**config.mk**
```make
export PLATFORM = sky130hd
export DESIGN_NAME = tkk_ram
export DESIGN_NICKNAME = d
export VERILOG_FILES = /design/src/tkk_ram.sv
export SDC_FILE = /design/constraint.sdc
export NUM_CORES = 1
export LEC_CHECK = 0
export BUFFER_PORTS_ARGS = -buffer_cell sky130_fd_sc_hd__buf_2
export CORE_MARGIN = 2
export CORE_UTILIZATION = 40
export CTS_BUF_LIST = sky130_fd_sc_hd__clkbuf_8
export CTS_CLUSTER_DIAMETER = 80
export DETAILED_ROUTE_END_ITERATION = 10
export GPL_TIMING_DRIVEN = 0
export PLACE_DENSITY = 0.65
export SLEW_MARGIN = 20
export SYNTH_ARGS = -nofsm -noshare
export SYNTH_HDL_FRONTEND = slang
export SYNTH_SLANG_ARGS = --single-unit
```
**constraint.sdc**
```tcl
create_clock -name clk -period 3.2 [get_ports clk]
set_clock_uncertainty 0.1 [all_clocks]
set_input_delay 0.64 -clock clk [delete_from_list [all_inputs] [get_ports clk]]
set_output_delay 0.64 -clock clk [all_outputs]
set_load 0.02 [all_outputs]
```
**src/tkk_ram.sv**
```systemverilog
`timescale 1ns / 1ps
module tkk_ram #(
	parameter int WIDTH = 8,
	parameter int DEPTH = 16
) (
	input  logic                     clk,
	input  logic                     we,
	input  logic [$clog2(DEPTH)-1:0] waddr,
	input  logic [WIDTH-1:0]         wdata,
	input  logic [$clog2(DEPTH)-1:0] raddr,
	output logic [WIDTH-1:0]         rdata
);
	logic [WIDTH-1:0] mem [DEPTH];

	always_ff @(posedge clk) begin
		if (we) begin
			mem[waddr] <= wdata;
		end
		rdata <= mem[raddr];
	end
endmodule

```
Word-level counts from Yosys, hierarchy flattened
Memory sizes are Yosys's and may differ from the RTL's. A register that Yosys moved wholly into a read port is not among the register bits.
Cells that the tools add are included.
Widths: inputs -> output; s select.
{ "op_classes": {"muxes": 2} }
{ "op_table": {"columns": ["op", "count"], "rows": [
  ["$mux 1", 2]
]} }
{ "word_totals": {"mem_count": 1, "ramBits": 128, "regBits": 0} }
{ "memory_table": {"columns": ["memory", "words", "width", "read_ports", "rd_ports_with_merged_regs", "wr", "line", "text"], "rows": [
  ["mem", 16, 8, 1, 1, 1, "13", "logic [WIDTH-1:0] mem [DEPTH];"]
]} }

Logic depth before layout (Yosys ltp)
{ "depth": {"word_depth": 2, "mapped_depth": 5, "ltp_nobuf": 3} }

Worst setup path after synthesis
OpenSTA, ideal clock, no wires.
{ "synth_path": {"path_kind": "input-to-reg", "start": "input port waddr[2]", "end": "memory mem[0][0] (enable)", "path_stages": 2, "t_arrival_ns": 1.750, "path_slack_ns": 0.967, "setup_time_ns": 0.383, "n_path_buf": 0, "cell_sequence": "or3b_2 -> nor3_1"} }
{ "synth_lines": {"columns": ["element", "line", "text"], "rows": [
  ["start, declared", "8", "input logic [$clog2(DEPTH)-1:0] waddr,"],
  ["end, declared", "13", null]
]} }
No word-level cell before the write port.

Worst setup path after layout
{ "layout_path": {"start": "input port waddr[2]", "end": "memory mem[2][0] (enable)"} }
No word-level cell before the write port.

==> results_dict.tcl <==
set metrics [dict create \
    hold_viol 0 \
    ctsLongestPathBuffers 2 \
    track_usage_pct 14.2 \
    cts_resized 0 \
    maxCapViolCount 0 \
    p_leak_nw 1.95 \
    routed_wl_mm 9.31 \
    holdCritStartpoint "wdata[4]" \
    cpPeakStageDelay_ns 0.64 \
    io_buffers 24 \
    path_max_fanout 8 \
    dieWidth_um 117 \
    yosysUniqueCellTypes 19 \
    drc_errors 0 \
    overflow 0 \
    setup_viol 0 \
    finalNonFillerCells 457 \
    worst_pin_slew_ns 0.809 \
    htreeDepth 4 \
    critPathBufInv 1 \
    gp_congestion 0.724 \
    critPathKind "input port to flop" \
    antenna_found_initial 0 \
    grt_pass1_wl_mm 13.8 \
    r2r-end "rdata[0]" \
    yosys_warnings 0 \
    cp.depth 3 \
    drt_iter0_drc 214 \
    io_pins 26 \
    crit_family "simple AND/OR/NAND/NOR gates" \
    clock_latency_ns 0.42 \
    hold_class "input port to flop" \
    clock.fmax_mhz 505 \
    worstReg2RegStart "mem[1][0]" \
    cp.required_ns 3.15 \
    status "finished, final reports clean" \
    syn_avg_cell_area_sq_um 22.5 \
    ant_nets 0 \
    num_antenna_cells 0 \
    nNetsFinal 290 \
    hold-path-endpoint "mem[9][4]" \
    drtPass1Iterations 4 \
    final_layout_size_suffix_gt1_share_pct 30.2 \
    ys_seq_area_share_pct 77.8 \
    wire_per_inst_um 20.4 \
    synth.cell_area_sq_um 5150 \
    cts_tree "built" \
    endpoint_kind "flop" \
    hold_slack_ns 0.520 \
    floorplan.initialDensity_pct 41.0 \
    cts_setup_buffers 0 \
    period_share_pct 61.9 \
    dp_hpwl_mm 6.01 \
    p_per_area_nw_per_um2 599 \
    synthToLayoutAreaGrowth_pct 14.3 \
    numCtsBuffers 17 \
    r2r_cells 3 \
    num_vias 2337 \
    worst_ir_drop_vdd_v 0.000410 \
    grt_max_degree 17 \
    arrival_ns 1.93 \
    synth_top_area_share_pct 74.7 \
    rsz0062_at_grt "false" \
    holdPathStages 1 \
    r2r_slack_ns 1.61 \
    maxSlewViolCount 0 \
    dpl.cell_count 425 \
    fin_crit_ns 1.98 \
    start_kind "input port" \
    cts_num_sinks 136 \
    synth_top_area_cell "edfxtp_1" \
    netlist_instances 229 \
    grt_pass1_vias 2336 \
    finalWorstSetupSlack_ns 1.22 \
    coreArea_sq_um 12600 \
    ys_ff_latch 136 \
    cp_slowest_cell "nor2_1" \
    die_area_sq_um 13800 \
    viasPerCell 5.11 \
    row_count 41 \
    cts_hold_buf 0 \
    root_buffer "clkbuf_8" \
    place_worst_setup_slack_ns 0.772 \
    setup_tns_ns 0 \
    die_h_um 117 \
    synth_area_leaders "edfxtp_1 (75%), mux4_2 (7.9%), mux4_1 (7.1%)" \
    syn_nets 247 \
    max_slew_margin_pct 45.9 \
    crit_chain "buf_2 -> or3b_2 -> nor2_1" \
    path_clk_slew_ns 0.07 \
]
[state kept, by name (all words and copies together) (netlist names)]
register / count
mem: 128
rdata: 8
[cells in the mapped netlist]
cell type	count
mux4_1	14
nor3_1	4
edfxtp_1	128
nand2_1	9
or3b_2	1
nand3_1	1
buf_2	3
clkdlybuf4s25_2	3
mux4_2	18
dfxtp_1	8
buf_4	1
nand3b_1	2
a22oi_1	16
nor2b_1	1
nor2_1	13
buf_6	3
and2b_1	1
and2_1	1
nand2b_1	2
[worst max path at each step]
stage,startpoint,to
after floorplan,waddr[2],mem[0][0]
after global placement,waddr[2],mem[0][7]
after detailed placement,waddr[2],mem[2][7]
after CTS,waddr[2],mem[2][0]
after global routing,waddr[2],mem[2][0]
final,waddr[2],mem[2][0]
[where the power goes]
part,internal (mW),switching (mW)
Sequential,1.99,0.00868
Clock,0.736,0.584
Combinational,0.0794,0.124
[worst register-to-register path, delay by kind of cell, from the launching register on]
family | cells | cell delay (ns)
compound gates | 1 | 0.38
mux | 1 | 0.51
flops | 1 | 0.37
simple gates | 1 | 0.11
[cell type report]
type | count | area (sq um)
fillers | 1039 | 6680
flip-flops and latches | 136 | 4000
multi-input cells | 83 | 1080
clock buffers | 20 | 275
well taps | 172 | 215
repair buffers | 24 | 120
clock inverters | 12 | 106
plain buffers | 10 | 86.3
[logic make-up (layout without fill, tap and decap cells)]
group,Yosys count,count (layout),share of synthesized area (%)
AOI/OAI and AO/OA,16,16,2.33
DFF,136,136,77.8
buffers and inverters,10,66,1.68
muxes,32,32,15.0
and+or+nand+nor,35,35,3.18
[through the flow]
step / utilization (%) / total power [mW] / area [sq um]
floorplan: - / 2.15 / 5150
global placement: 43.6 / 2.24 / 5480
detailed placement: 43.8 / 2.24 / 5500
CTS: 46.8 / 3.55 / 5880
global route: 46.8 / 3.64 / 5880
finish: 46.8 / 3.52 / 5880
[cells in the final DEF (no fill, tap or decap), types with 4 or more instances in the layout]
master    instances
mux4_2           18
a22oi_1          16
mux4_1           14
nor3_2            4
clkbuf_8         20
nor2_1           13
nand2_1           9
edfxtp_1        128
clkinv_2          7
buf_2            27
dfxtp_1           8
[routing by layer]
layer	routed length [um]	track usage [%]	vias to the layer above
met3	440	4.13	12
met1	4160	18.9	1201
met2	4510	22.3	70
met5	0	0	-
li1	-	-	1054
met4	197	5.65	0
Power figures use the tool's default switching activity.
