--- src/tkk_pkg.sv ---
`timescale 1ns / 1ps
package tkk_pkg;

	localparam int CAPACITY  = 64;
	localparam int KEY_ITEMS = 4;

	localparam int ADDR_W   = $clog2(CAPACITY);
	localparam int CNT_W    = $clog2(CAPACITY + 1);
	localparam int PAY_W    = 64;
	localparam int SCORE_W  = 32;
	localparam int MAXREC_W = 7;
	localparam int TOL_W    = 17;
	localparam int HELD_W   = 7;
	localparam int CFG_IDX_W = 1;

	localparam logic [PAY_W-1:0] PAYLOAD_MASK = {PAY_W{1'b1}} >> (PAY_W - 16 * KEY_ITEMS);
	localparam logic [TOL_W-1:0] TOL_ONE = TOL_W'(65536);
	localparam logic [MAXREC_W-1:0] MAXREC_RST = MAXREC_W'(64);

	localparam logic [1:0] OP_OFFER  = 2'd0;
	localparam logic [1:0] OP_REWIND = 2'd1;
	localparam logic [1:0] OP_READ   = 2'd2;
	localparam logic [1:0] OP_NOP    = 2'd3;

	localparam logic [CFG_IDX_W-1:0] CFG_MAX_RECORDS = 1'b0;
	localparam logic [CFG_IDX_W-1:0] CFG_TOLERANCE   = 1'b1;

	typedef struct packed {
		logic [PAY_W-1:0]          payload;
		logic signed [SCORE_W-1:0] score;
	} entry_t;

	typedef struct packed {
		logic                      accepted;
		logic                      read_valid;
		logic [PAY_W-1:0]          read_payload;
		logic signed [SCORE_W-1:0] read_score;
	} res_t;

endpackage

--- src/tkk_thresh.sv ---
`timescale 1ns / 1ps
module tkk_thresh (
	input  logic                              clk,
	input  logic                              arst_n,
	input  logic                              load,
	input  logic                              best_ok,
	input  logic signed [tkk_pkg::SCORE_W-1:0] best,
	input  logic [tkk_pkg::TOL_W-1:0]          tolerance,
	input  logic signed [tkk_pkg::SCORE_W-1:0] cand,
	output logic                              below
);
	import tkk_pkg::*;

	localparam int PROD_W = SCORE_W + TOL_W + 1;

	logic [TOL_W-1:0]         tol_sat;
	logic [TOL_W-1:0]         frac;
	logic signed [PROD_W-1:0] prod;
	logic signed [PROD_W-1:0] rhs_q;
	logic signed [PROD_W-1:0] lhs;
	logic                     ok_q;

	// rhs = best * (1.0 - tol); candidate is below when cand * 1.0 < rhs
	always_comb begin
		tol_sat = (tolerance > TOL_ONE) ? TOL_ONE : tolerance;
		frac    = TOL_ONE - tol_sat;
		prod    = PROD_W'(best) * PROD_W'($signed({1'b0, frac}));
		lhs     = {{(PROD_W - SCORE_W - 16){cand[SCORE_W-1]}}, cand, 16'b0};
		below   = ok_q && (lhs < rhs_q);
	end

	always_ff @(posedge clk or negedge arst_n) begin
		if (!arst_n) begin
			ok_q <= 1'b0;
		end else if (load) begin
			ok_q  <= best_ok;
			rhs_q <= prod;
		end
	end
endmodule

--- config.mk ---
export PLATFORM = sky130hd
export DESIGN_NAME = tkk_thresh
export DESIGN_NICKNAME = d
export VERILOG_FILES = /design/src/tkk_pkg.sv /design/src/tkk_thresh.sv
export SDC_FILE = /design/constraint.sdc
export NUM_CORES = 1
export LEC_CHECK = 0
export BUFFER_PORTS_ARGS = -buffer_cell sky130_fd_sc_hd__buf_2
export CAP_MARGIN = 5
export CORE_ASPECT_RATIO = 1.25
export CORE_UTILIZATION = 50
export DETAILED_ROUTE_END_ITERATION = 16
export GPL_ROUTABILITY_DRIVEN = 0
export MAX_ROUTING_LAYER = met4
export PLACE_DENSITY = 0.64
export REMOVE_ABC_BUFFERS = 1
export SLEW_MARGIN = 40
export SYNTH_ARGS = -nofsm -noshare
export SYNTH_HDL_FRONTEND = slang
export SYNTH_SLANG_ARGS = --single-unit
--- constraint.sdc ---
create_clock -name clk -period 4.3 [get_ports clk]
set_clock_uncertainty 0.05 [all_clocks]
set_input_delay 0.645 -clock clk [delete_from_list [all_inputs] [get_ports clk]]
set_output_delay 0.645 -clock clk [all_outputs]
set_load 0.01 [all_outputs]
## Word level (Yosys, flattened, before mapping)

Index checks and enable logic that the tools add are counted.

- Multipliers: 1
- Add/subtract/negate cells: 1
- Shifts and indexed selects: 0
- Mux-type cells: 1
- Reduce and logical (&&, ||, !) cells: 2
- Equal/unequal tests: 0
- Magnitude comparators: 2
- Div/mod/pow operators: 0
- Bitwise gates (word level): 0

Operator list:

| cell | number |
|---|---|
| 48-bit by 50-bit < comparator with 1-bit output | 1 |
| 32-bit by 18-bit multiplier with 50-bit output | 1 |
| 17-bit > comparator, second input constant | 1 |
| 17-bit 2-to-1 mux | 1 |
| 17-bit subtractor, first input constant | 1 |
| 2-bit AND reduction | 1 |
| 1-bit logical AND | 1 |

- Bits in latches: 0
- Word-level logic and storage cells: 9
- ROM bits: 0
- Register bits after elaboration: 51
- Output and inout port bits: 1
- Input bits: 85
- Memory bits (writable): 0
- Memories kept: 0

## Depth between registers and ports, before layout

- Word-level depth: 4
- Depth in mapped cells: 33
- Gate-level depth less buffers: 29

## Worst setup path before layout

Ideal clock, no wire load.

- Path kind: input to register
- From: in tolerance[16] (netlist bit)
- To: reg rhs_q[45], data pin
- Buffers on the path: 5
- Data required time: 3987 ps
- Setup time: 263 ps
- Stages: 31
- Setup slack: -3512 ps
- Arrival: 7499 ps
- Path through: buf_1 nor2b_1 clkbuf_1 inv_1 ha_1 buf_2 nand3_1 o21ai_0 a21oi_2 buf_2 nor2b_1 fa_1 inv_1 fa_1 fa_1 inv_1 fa_1 fa_1 inv_1 fa_1 inv_1 ha_1 buf_2 nand2_1 o21a_1 a211o_1 a2111o_1 o2111a_1 nor2_2 a21oi_1 xnor2_1

- Word-level cells in the longest chain between the ends: 4

Ends and longest elaborated chain:

| what | RTL line | RTL |
|---|---|---|
| start, declared | tkk_thresh.sv:8 | `input logic [tkk_pkg::TOL_W-1:0] tolerance,` |
| 17-bit > comparator | tkk_thresh.sv:25 | `tol_sat = (tolerance > TOL_ONE) ? TOL_ONE : tolerance;` |
| 17-bit 2-to-1 mux * | tkk_thresh.sv:25 |  |
| 17-bit subtractor * | tkk_thresh.sv:26 | `frac = TOL_ONE - tol_sat;` |
| 32-bit by 18-bit multiplier with 50-bit output * | tkk_thresh.sv:27 | `prod = PROD_W'(best) * PROD_W'($signed({1'b0, frac}));` |
| via prod[45] | tkk_thresh.sv:18 | `logic signed [PROD_W-1:0] prod;` |
| end signal, assigned | tkk_thresh.sv:37 | `rhs_q <= prod;` |
| end, declared | tkk_thresh.sv:19 | `logic signed [PROD_W-1:0] rhs_q;` |

The timed path passes the listed nets; every way through them passes the cells marked *.
A chain may end at the register's enable or synchronous reset.

## Final worst setup path

- From: in tolerance[10] (netlist bit)
- To: reg rhs_q[45], data pin

The elaborated chain is that of the path after synthesis.

==> results.md <==
* I/O pin count at 86
* Seq cells post-synth at 51
* Vias in the first global route at 20200
* Reg-to-reg critical path startpoint: ok_q
* Number of buffers created by CTS at 5
* Seq/Total Area, Yosys at 0.0696
* Biggest area contributors in the synthesized netlist: fa_1 48%, inv_1 10%, ha_1 8.7%
* Clock tree buffer depth at 2
* Buffers on Ports at 85
* Per-cell routed wire length at 18.1 um
* Relative max-transition margin at 0.566
* Maximum number of pins on one net before global-route repair at 51
* Final max-slew violation count at 0
* Least-Margin Pin Slew at around 0.65 ns
* Number of distinct library cells after synthesis at 65
* Sort of element at the start of the critical path: input port
* Prevailing post-synth register cell: edfxtp_1
* Clock-pin slew of the registers on the worst-case setup and hold paths at 0.06 ns
* Die X at 189 um
* Cell with the biggest individual delay on the critical path: fa_1
* Post-synthesis cell type with the largest combined area: fa_1
* Global-route wire length before repair at around 100000 um
* Detailed-route via count at 17700
* Number of diodes added for antenna fixing at 0
* Average instance area after synthesis at ~9.1 sq um
* Classification of the worst setup path: input port to flip-flop
* Final setup slack of the worst path at -3.40 ns
* Netlist area before placement at 21900 sq um
* Most numerous cell on the critical path: fa_1
* Post-Syn Instances at 2408
* Final instance count without filler cells at ~3400
* Y dimension of the die at 236 um
* Final number of hold-violating endpoints at 0
* Cell count after placement at 3301
* Total Nets Final at 3584
* Number of enable flip-flop cells after synthesis at 50
* Root cell of the clock tree: clkbuf_16
* Maximum capacitance violations at 0
* FF-to-FF setup slack at between 3 and 4 ns
* Total of fill cells in the finished design at 3456
* FF-to-FF End: ok_q
* Final HPWL from detailed placement at between 50000 and 60000 um
* Share of cells above drive strength 1 at 0.278
* Hold-fix buffers, CTS at 0
* # clock sinks at 51
* Depth of the CTS H-tree at 2
* Max incr delay on CP at about 0.59 ns
* Violations in the final reports: setup timing
* DR vias/cell at 5.22
* Starting Density at 0.508
* Area added between synthesis and finish at 27.7%
* Final setup fails at 46
* Placeable Area at 43200 sq um
* Unrepaired setup endpoints after global routing: yes
* Number of violations reported at the end of detailed-routing iteration 0 at 713
* Total Die Area at 44700 sq um
* Post-route clock period utilization at 1.79
* Clock tree from TritonCTS: done
* Final-layout worst hold slack at between 0.07 and 0.08 ns
* HP Class: input port to async pin
* Endpoint kind of the worst setup timing path: flip-flop
* Post-route DRC violation count at 0
* Tmin final at about 7.7 ns
* Crit-path max FO at 5
* Status: complete, but fails checks
* Highest attainable clock frequency at 0.130 GHz
* Proportion of register bits with asynchronous set or reset after synthesis at 0.0196
* Post-Place Worst Slack at -3.99 ns
* GRT overflow at 0
* Number of detailed-route iterations in the first pass at 6
* Signal arrival time at the worst endpoint at about 7.7 ns
* Area share of the largest cell type after synthesis at 0.475
* Total number of yosys warnings at 0
* Insertion delay of the later-clocked pin in the worst-skew pair at 0.29 ns
* Finished Core Util at 0.649
* Total global routing track utilization at 0.293
* Number of nets with antenna violations after detailed routing at 0
* Number of antenna violations at the first check in global routing at 1
* Crit path required time at between 4 and 5 ns
* Number of cells traversed by the worst register-to-register path at 1
* Overall routed net length at 61400 um
* Number of cell rows at between 80 and 90
-- state kept, by name, summed over array words and instances (netlist names) --
| register | flops |
|---|---|
| rhs_q | 50 |
| ok_q | 1 |
-- worst max path at each step --
stage                     cells after the start        end           from
after floorplan                              24  rhs_q[45]   tolerance[0]
after global placement                       30  rhs_q[49]   tolerance[9]
after detailed placement                     30  rhs_q[47]   tolerance[9]
after CTS                                    30  rhs_q[49]   tolerance[4]
after global routing                         31  rhs_q[49]  tolerance[10]
final                                        31  rhs_q[45]  tolerance[10]
-- per-layer routing --
metal,global-route usage,vias up,wire length (um)
met3,0.0312,203,2030
met2,0.556,449,34500
li1,-,7947,-
met4,0.127,0,3220
met1,0.302,9092,21600
met5,-,-,0
-- logic make-up after synthesis --
family | Yosys count | share of synthesized area
xor+xnor | 57 | 0.0228
compound gates | 187 | 0.0545
buf+inv | 704 | 0.123
fa+ha+maj | 674 | 0.563
simple gates | 733 | 0.167
flops | 51 | 0.0696
mux | 2 | 0.00103
-- area by class of cell --
cell class,instances,area [sq um],share of cell area
inverter,606,2270,0.0812
sequential,51,1530,0.0545
clock inverter,2,13.8,0.000491
timing repair buffer,508,4180,0.149
clock buffer,6,129,0.00460
tap,565,707,0.0252
multi-input combinational,1653,19200,0.685
-- through the flow --
stage	instance area, sq um	setup TNS, ns
6_report	28000	-129.85
2_1_floorplan	21500	-172.46
3_3_place_gp	25500	-144.31
5_1_grt	28000	-139.87
4_1_cts	27200	-126.87
3_5_place_dp	25500	-149.65
-- cell usage in the layout, fill, tap and decap left out, drive strengths merged, types with 6 or more instances in the layout --
cell type,n
nor4,7
o21ai,34
xnor2,37
and3,19
nand2,337
a31oi,9
inv,606
fa,521
a211oi,7
nor3,23
edfxtp,50
nor2b,40
xor2,20
buf,507
nand2b,10
ha,153
nor2,41
nand4,14
nand3,20
o31ai,6
a21oi,66
a21o,20
o21bai,6
o21a,12
and2,211
clkbuf,7
-- timing repair --
action,CTS,global route
cloned,3,1
endpoints found under the setup margin,46,46
pin swaps,89,125
buffers inserted,54,36
endpoints found under the hold margin,0,0
resized for setup,247,144
-- critical path: cells and delay by family --
kind,cells,cell delay [ns]
adders and majority gates,7,3.27
AOI/OAI and AO/OA,9,1.77
buffers and inverters,9,1.00
and+or+nand+nor,5,0.88
xor gates and xnor gates,1,0.12
-- cells in the mapped netlist, types with 16 or more instances --
| master | count |
|---|---|
| a21o_1 | 20 |
| a21oi_1 | 63 |
| and2_1 | 199 |
| and3_1 | 19 |
| buf_2 | 16 |
| clkbuf_1 | 76 |
| edfxtp_1 | 50 |
| fa_1 | 521 |
| ha_1 | 153 |
| inv_1 | 606 |
| nand2_1 | 337 |
| nand3_1 | 19 |
| nor2_1 | 40 |
| nor2b_1 | 40 |
| nor3_1 | 22 |
| o21ai_0 | 32 |
| xnor2_1 | 37 |
| xor2_1 | 20 |
Power is not shown: default switching activity piles up to over one toggle a cycle in this logic, so the estimate is an artifact.
